<file path="src/design/rsp_packet_deframer_macros.svh">
// assertion macros for the rsp packet deframer
// used by rsp_packet_deframer.sv, no other dependencies
`ifndef RSP_PACKET_DEFRAMER_MACROS_SVH
`define RSP_PACKET_DEFRAMER_MACROS_SVH

// antecedent implies consequent in the same cycle, off during reset
`define RPD_ASSERT_IMPLIES(label, clk, rst_n, ante, cons, msg) \
  label: assert property (@(posedge clk) disable iff (!rst_n) (ante) |-> (cons)) \
    else $error(msg);

// condition never holds, off during reset
`define RPD_ASSERT_NEVER(label, clk, rst_n, cond, msg) \
  label: assert property (@(posedge clk) disable iff (!rst_n) !(cond)) \
    else $error(msg);

`endif

</file>
<file path="src/design/rpd_pkg.sv">
// shared types and constants of the rsp packet deframer
// no dependencies
package rpd_pkg;

  // framing and reply characters
  localparam logic [7:0] CHAR_START = 8'h24;  // '$'
  localparam logic [7:0] CHAR_CSUM  = 8'h23;  // '#'
  localparam logic [7:0] CHAR_ACK   = 8'h2B;  // '+'
  localparam logic [7:0] CHAR_NAK   = 8'h2D;  // '-'

  localparam int unsigned LenW = 9;

  localparam logic [LenW-1:0] MAX_LEN_RESET = 9'd256;

  typedef enum logic [2:0] {
    KIND_PAYLOAD  = 3'd0,
    KIND_ACCEPT   = 3'd1,
    KIND_MISMATCH = 3'd2,
    KIND_OVERFLOW = 3'd3,
    KIND_BADHEX   = 3'd4,
    KIND_ABORT    = 3'd5
  } kind_e;

  typedef struct packed {
    logic [7:0] rx_byte;
    logic       link_error;
  } rx_item_t;

  typedef struct packed {
    logic [2:0]      result_kind;
    logic [7:0]      payload_byte;
    logic [LenW-1:0] packet_length;
    logic            send_reply;
    logic [7:0]      reply_byte;
    logic            end_of_packet;
  } result_t;

endpackage

</file>
<file path="src/design/rpd_engine.sv">
// per-byte framing state machine: phase, running sum, count, checksum nibble
// depends on rpd_pkg
module rpd_engine (
  input  logic                      clk_i,
  input  logic                      rst_ni,
  input  logic                      step_i,
  input  rpd_pkg::rx_item_t         item_i,
  input  logic [rpd_pkg::LenW-1:0]  limit_i,
  output logic                      res_valid_o,
  output rpd_pkg::result_t          res_o
);

  typedef enum logic [1:0] {
    PhIdle,
    PhData,
    PhHex1,
    PhHex2
  } phase_e;

  phase_e                    phase_q, phase_d;
  logic [7:0]                sum_q, sum_d;
  logic [rpd_pkg::LenW-1:0]  count_q, count_d;
  logic [3:0]                hi_q, hi_d;
  logic [4:0]                hex_val;

  // digit value, bit 4 set when not a hex digit
  function automatic logic [4:0] hex_value(input logic [7:0] c);
    logic [4:0] v;
    v = 5'h10;
    if (c inside {[8'h30:8'h39]}) begin
      v = {1'b0, c[3:0]};
    end else if (c inside {[8'h61:8'h66], [8'h41:8'h46]}) begin
      v = 5'(c[3:0]) + 5'd9;
    end
    return v;
  endfunction

  // status result that closes the packet
  function automatic rpd_pkg::result_t status(input logic [2:0] kind,
                                              input logic [7:0] reply,
                                              input logic [rpd_pkg::LenW-1:0] len);
    rpd_pkg::result_t r;
    r.result_kind   = kind;
    r.payload_byte  = 8'h00;
    r.packet_length = len;
    r.send_reply    = (reply != 8'h00);
    r.reply_byte    = reply;
    r.end_of_packet = 1'b1;
    return r;
  endfunction

  assign hex_val = hex_value(item_i.rx_byte);

  always_comb begin
    phase_d     = phase_q;
    sum_d       = sum_q;
    count_d     = count_q;
    hi_d        = hi_q;
    res_valid_o = 1'b0;
    res_o       = status(rpd_pkg::KIND_ABORT, 8'h00, count_q);
    if (phase_q == PhIdle) begin
      if (!item_i.link_error && item_i.rx_byte == rpd_pkg::CHAR_START) begin
        phase_d = PhData;
        sum_d   = '0;
        count_d = '0;
        hi_d    = '0;
      end
    end else if (item_i.link_error) begin
      res_valid_o = 1'b1;
      res_o       = status(rpd_pkg::KIND_ABORT, 8'h00, count_q);
      phase_d     = PhIdle;
    end else if (phase_q == PhData) begin
      if (item_i.rx_byte == rpd_pkg::CHAR_CSUM) begin
        phase_d = PhHex1;
      end else if (count_q >= limit_i) begin
        res_valid_o = 1'b1;
        res_o       = status(rpd_pkg::KIND_OVERFLOW, 8'h00, count_q);
        phase_d     = PhIdle;
      end else begin
        sum_d             = sum_q + item_i.rx_byte;
        count_d           = count_q + 1'b1;
        res_valid_o       = 1'b1;
        res_o.result_kind = rpd_pkg::KIND_PAYLOAD;
        res_o.payload_byte  = item_i.rx_byte;
        res_o.packet_length = count_d;
        res_o.send_reply    = 1'b0;
        res_o.reply_byte    = 8'h00;
        res_o.end_of_packet = 1'b0;
      end
    end else if (hex_val[4]) begin
      res_valid_o = 1'b1;
      res_o       = status(rpd_pkg::KIND_BADHEX, 8'h00, count_q);
      phase_d     = PhIdle;
    end else if (phase_q == PhHex1) begin
      hi_d    = hex_val[3:0];
      phase_d = PhHex2;
    end else begin
      res_valid_o = 1'b1;
      phase_d     = PhIdle;
      if ({hi_q, hex_val[3:0]} == sum_q) begin
        res_o = status(rpd_pkg::KIND_ACCEPT, rpd_pkg::CHAR_ACK, count_q);
      end else begin
        res_o = status(rpd_pkg::KIND_MISMATCH, rpd_pkg::CHAR_NAK, count_q);
      end
    end
    // a closed packet leaves clean state behind
    if (res_valid_o && res_o.end_of_packet) begin
      sum_d   = '0;
      count_d = '0;
      hi_d    = '0;
    end
  end

  always_ff @(posedge clk_i or negedge rst_ni) begin
    if (!rst_ni) begin
      phase_q <= PhIdle;
      sum_q   <= '0;
      count_q <= '0;
      hi_q    <= '0;
    end else if (step_i) begin
      phase_q <= phase_d;
      sum_q   <= sum_d;
      count_q <= count_d;
      hi_q    <= hi_d;
    end
  end

endmodule

</file>
<file path="src/design/rsp_packet_deframer.sv">
// rsp packet deframer: input register, then result register; one byte per cycle
// sustained; the input register holds a byte while the framing logic sits between it
// and the result register, so the only bubble comes from a stalled result
// rst_ni clears phase, sum, count, both valid flags and sets max_len to 256
// top level, depends on rpd_pkg, rpd_engine and rsp_packet_deframer_macros.svh
`include "rsp_packet_deframer_macros.svh"

module rsp_packet_deframer #(
  parameter int unsigned MAX_PACKET = 256
) (
  input  logic                      clk_i,
  input  logic                      rst_ni,
  // configuration: max_len
  input  logic                      cfg_we_i,
  input  logic [rpd_pkg::LenW-1:0]  cfg_wdata_i,
  // received bytes
  input  logic                      in_valid_i,
  output logic                      in_stall_o,
  input  rpd_pkg::rx_item_t         in_item_i,
  // results
  output logic                      out_valid_o,
  input  logic                      out_stall_i,
  output rpd_pkg::result_t          out_result_o
);

  // the count never exceeds max_len, so a cap above the field range changes nothing
  localparam int unsigned CapInt = (MAX_PACKET > 511) ? 511 : MAX_PACKET;
  localparam logic [rpd_pkg::LenW-1:0] CapLen = rpd_pkg::LenW'(CapInt);

  logic [rpd_pkg::LenW-1:0] max_len_q;
  logic [rpd_pkg::LenW-1:0] limit;

  logic              in_valid_q;
  rpd_pkg::rx_item_t in_q;

  logic              out_valid_q;
  rpd_pkg::result_t  out_q;

  logic              out_free;
  logic              advance;
  logic              res_valid;
  rpd_pkg::result_t  res;

  // config register; the user must write it only while idle, the block does not enforce this
  always_ff @(posedge clk_i or negedge rst_ni) begin
    if (!rst_ni) begin
      max_len_q <= rpd_pkg::MAX_LEN_RESET;
    end else if (cfg_we_i) begin
      max_len_q <= cfg_wdata_i;
    end
  end

  // effective length limit, saturated at the build-time cap
  assign limit = (max_len_q > CapLen) ? CapLen : max_len_q;

  // result slot is free when empty or being taken this cycle
  assign out_free = !out_valid_q || !out_stall_i;
  // the held byte moves through the framing logic whenever the slot is free
  assign advance  = in_valid_q && out_free;
  // input register refills in the same cycle it drains
  assign in_stall_o = in_valid_q && !advance;

  always_ff @(posedge clk_i or negedge rst_ni) begin
    if (!rst_ni) begin
      in_valid_q <= 1'b0;
    end else if (!in_stall_o) begin
      in_valid_q <= in_valid_i;
    end
  end

  // payload register, loaded on an input transaction
  always_ff @(posedge clk_i) begin
    if (in_valid_i && !in_stall_o) begin
      in_q <= in_item_i;
    end
  end

  rpd_engine u_engine (
    .clk_i       (clk_i),
    .rst_ni      (rst_ni),
    .step_i      (advance),
    .item_i      (in_q),
    .limit_i     (limit),
    .res_valid_o (res_valid),
    .res_o       (res)
  );

  // result register; bytes with no result leave it empty
  always_ff @(posedge clk_i or negedge rst_ni) begin
    if (!rst_ni) begin
      out_valid_q <= 1'b0;
    end else if (advance) begin
      out_valid_q <= res_valid;
    end else if (!out_stall_i) begin
      out_valid_q <= 1'b0;
    end
  end

  always_ff @(posedge clk_i) begin
    if (advance && res_valid) begin
      out_q <= res;
    end
  end

  assign out_valid_o  = out_valid_q;
  assign out_result_o = out_q;

  // the input side only backs up behind a stalled result
  `RPD_ASSERT_IMPLIES(a_stall_cause, clk_i, rst_ni, in_stall_o, out_valid_o && out_stall_i, "input stalled while result slot free")
  // replies only go with a checksum verdict
  `RPD_ASSERT_IMPLIES(a_reply_kind, clk_i, rst_ni, out_valid_o && out_result_o.send_reply, out_result_o.result_kind == rpd_pkg::KIND_ACCEPT || out_result_o.result_kind == rpd_pkg::KIND_MISMATCH, "reply on a kind without verdict")
  // a payload byte is always counted
  `RPD_ASSERT_NEVER(a_payload_len, clk_i, rst_ni, out_valid_o && out_result_o.result_kind == rpd_pkg::KIND_PAYLOAD && out_result_o.packet_length == '0, "payload result with zero length")

endmodule

</file>
<file path="config.mk">
export PLATFORM = sky130hd
export DESIGN_NAME = rsp_packet_deframer
export DESIGN_NICKNAME = d
export VERILOG_FILES = /design/src/design/rpd_pkg.sv /design/src/design/rpd_engine.sv /design/src/design/rsp_packet_deframer.sv
export VERILOG_INCLUDE_DIRS = /design/src /design/src/design
export SDC_FILE = /design/constraint.sdc
export NUM_CORES = 1
export LEC_CHECK = 0
export CORE_MARGIN = 4
export CORE_UTILIZATION = 60
export DETAILED_ROUTE_END_ITERATION = 7
export DONT_BUFFER_PORTS = 1
export HOLD_SLACK_MARGIN = 0.15
export PLACE_DENSITY = 0.76
export REMOVE_ABC_BUFFERS = 1
export SYNTH_ARGS = -nofsm -noshare
export SYNTH_HDL_FRONTEND = slang
export SYNTH_HIERARCHICAL = 1
export SYNTH_SLANG_ARGS = --single-unit
export TNS_END_PERCENT = 30
</file>
<file path="constraint.sdc">
create_clock -name clk_i -period 8.1 [get_ports clk_i]
set_input_delay 0.405 -clock clk_i [delete_from_list [all_inputs] [get_ports clk_i]]
set_output_delay 0.405 -clock clk_i [all_outputs]
set_load 0.02 [all_outputs]
</file>
==> metrics.yaml <==
outcome: "completed"
dr_total_vias: 2550
cts_resized: 0
synth_cell_types: 56
peakVddDrop_uv: 195.8
postRouteAntennaNets: 0
cp_top_family: "compound AO/OA/AOI/OAI gates"
drc: 0
firstDrtPassIters: 4
r2r_end: "u_engine/sum_q[7]"
crit_slowest_cell: "clkinv_1"
ys_seq_elements: 73
placed_area_um2: 3902
final_layout_size_suffix_gt1_frac: 0.09577
drv_slew: 0
cts_made_buffers: 9
cts_tree: "yes"
period_needed_ns: 3.729
postSynthAreaPerCell_um2: 11.33
dp_hpwl_mm: 5.135
combPwrFrac: 0.258
grt_pass1_vias: 2584
place_inst: 406
ys_async_sr_fraction: 0.4658
slew_headroom: 0.2916
initial_core_util: 0.6157
cp.required_ns: 8.37
antenna_found_initial: 0
routabilityCongestion: 0.9186
worstPathMaxFanout: 23
drtIter0Drc: 157
cp_slowest_stage_delay_ns: 0.65
synth_area_leader_cell: "edfxtp_1"
yosysTopAreaCellShare: 0.3013
worst-path-stages: 10
rows: 29
post_cts_buffers: 0
startpoint_type: "register"
setup-violations-final: 0
grt.overflow.total: 0
intPower_uw: 744.2
fp.dieW_um: 88.50
clockBufferDepth: 2
die_y_um: 88.50
core_um2: 6314
reg2reg_slack_ns: 4.37
powerDensity_nw_per_um2: 277.9
grt_pass1_wl_mm: 12.27
wirelength_mm: 7.345
final_area_um2: 4199
via_per_inst: 5.903
seqPwrFrac: 0.509
p_sw_uw: 422.7
insertion_delay_ns: 0.34
synth.cell_area_um2: 3887
ys_seq_area_frac: 0.5204
num_antenna_cells: 0
clkSinkCount: 73
hold_end: "in_q[6]"
htreeDepth: 3
post_cts_hold_buffer_count: 10
power_frac_clock: 0.233
die_area_um2: 7831
p_sw_frac: 0.3623
path_clk_slew_ns: 0.08
io_pins: 55
cp_cell_sequence: "nor2b_1 -> ha_1 -> nand2b_1 -> a211oi_1 -> o21a_1 -> o211a_1 -> clkinv_1 -> or2_1 -> nor2_1 -> a22o_1"
worstSetupPathType: "register to register"
worstHoldStart: "in_item_i[6]"
r2r_start: "max_len_q[8]"
r2r_cells: 10
finalSetupTns_ns: 0
rsz0062_at_grt: "false"
portBuffers: 0
synth_area_leaders: "edfxtp_1 30%, dfrtp_1 21%, ha_1 6.4%"
post_drt_wl_per_cell_um: 17.00
drv_cap: 0
tightest_slew_ns: 1.063
synth_cells: 343
hold_path_class: "input port to register"
synth_edf_count: 39
flow.area_growth_from_synthesis_pct: 8.014
synth_ff_type: "edfxtp_1"
fin_nets: 394
finClkSkew_ns: 0.01177
grt_use_total: 0.2063
hold_depth: 0
critical_path_buf_inv_count: 1
leakage_uw: 0.001745
min_period_over_period: 0.4604
endpoint_kind: "register"
fin_cells: 432
ys_warn_count: 6
root_buffer: "clkbuf_8"
grt_max_degree: 35
hold_viol: 0
max_freq_ghz: 0.2682
arrival_ns: 4.00
## worst max path at each step
stage | to | start
finish | u_engine/sum_q[7] | max_len_q[8]
CTS | u_engine/sum_q[7] | max_len_q[8]
global placement | u_engine/sum_q[7] | max_len_q[8]
floorplan | out_result_o[0] | in_q[2]
global route | u_engine/sum_q[7] | max_len_q[8]
detailed placement | u_engine/count_q[4] | max_len_q[8]
## cells in the mapped netlist, drive strengths merged, types with 4 or more instances
| library cell | number |
|---|---|
| and2 | 9 |
| dfrtp | 33 |
| o2bb2ai | 4 |
| nand2 | 30 |
| nor2b | 10 |
| clkbuf | 6 |
| ha | 20 |
| nand3 | 6 |
| a21oi | 9 |
| xor2 | 9 |
| mux2 | 10 |
| buf | 10 |
| inv | 16 |
| a21o | 5 |
| edfxtp | 39 |
| and3 | 6 |
| nor2 | 27 |
| nand2b | 9 |
| xnor2 | 13 |
| o21ai | 25 |
| o31ai | 7 |
## cells by family after synthesis
family	Yosys count	share of synthesized area
AND/OR/NAND/NOR	112	0.1500
multiplexers	12	0.04281
buffers and inverters	33	0.04216
AO/OA/AOI/OAI	69	0.1246
other	1	0.0009646
XOR/XNOR	22	0.04957
adder cells (fa/ha/maj)	21	0.06952
flip-flops	73	0.5204
## per-layer routing
metal | global-route usage | wire length, um | up-vias | share of wire
met4 | 0.08929 | 98 | 0 | 0.013
met2 | 0.3263 | 3475 | 58 | 0.47
met1 | 0.2783 | 3484 | 1255 | 0.47
li1 | - | - | 1228 | -
met5 | 0 | 0 | - | 0
met3 | 0.04004 | 286 | 9 | 0.039
## state kept, by name, indices dropped and copies added, names as in the netlist
signal and count:
in_q 9, in_valid_q 1, max_len_q 9, out_result_o 30
out_valid_o 1, u_engine/count_q 9, u_engine/hi_q 4, u_engine/phase_q 2
u_engine/sum_q 8
## power by group through the flow
| stage | combinational (uW) | clock, uW | sequential [uW] |
|---|---|---|---|
| final | 301 | 272 | 594 |
| after global placement | 278 | 0 | 600 |
| after CTS | 300 | 276 | 595 |
| after floorplan | 229 | 0 | 583 |
| after detailed placement | 289 | 0 | 603 |
| after global routing | 340 | 292 | 606 |
## cell type report
cell class	instances	area (um2)
Clock buffer	10	127.6
Clock inverter	6	58.81
Fill cell	463	2115
Inverter	17	63.81
Multi-Input combinational cell	239	1719
Sequential cell	73	2023
Tap cell	77	96.34
Timing Repair Buffer	10	110.1
## per-stage QoR
step | hold slack, ns | util | total power, uW | setup WS, ns
4_1_cts | 0.1532 | 0.6651 | 1171 | 4.412
2_1_floorplan | 0.1094 | - | 812.1 | 4.405
5_1_grt | 0.1526 | 0.6651 | 1238 | 3.981
6_report | 0.1679 | 0.6651 | 1167 | 4.371
3_3_place_gp | 0.1103 | 0.6181 | 877.3 | 4.581
3_5_place_dp | 0.1100 | 0.6181 | 892.2 | 4.455
## cells in the final DEF (no fill, tap or decap), types with 3 or more instances in the layout
| cell | Yosys | final |
|---|---|---|
| clkinv_1 | 1 | 3 |
| a21o_1 | 5 | 5 |
| nand3_1 | 6 | 6 |
| dlygate4sd3_1 | 0 | 9 |
| o31ai_1 | 7 | 7 |
| inv_1 | 16 | 16 |
| a21oi_1 | 8 | 7 |
| nand2b_1 | 9 | 9 |
| edfxtp_1 | 39 | 39 |
| mux2_4 | 9 | 9 |
| and3_1 | 6 | 6 |
| and2_1 | 9 | 9 |
| nor2_1 | 26 | 26 |
| nand2_1 | 30 | 30 |
| conb_1 | 1 | 3 |
| dfrtp_1 | 33 | 33 |
| xnor2_1 | 13 | 13 |
| o21ai_0 | 23 | 23 |
| nor2b_1 | 10 | 10 |
| xor2_1 | 9 | 9 |
| o2bb2ai_1 | 4 | 4 |
| ha_1 | 20 | 20 |
| clkbuf_8 | 0 | 9 |
Power figures use the tool's default switching activity.
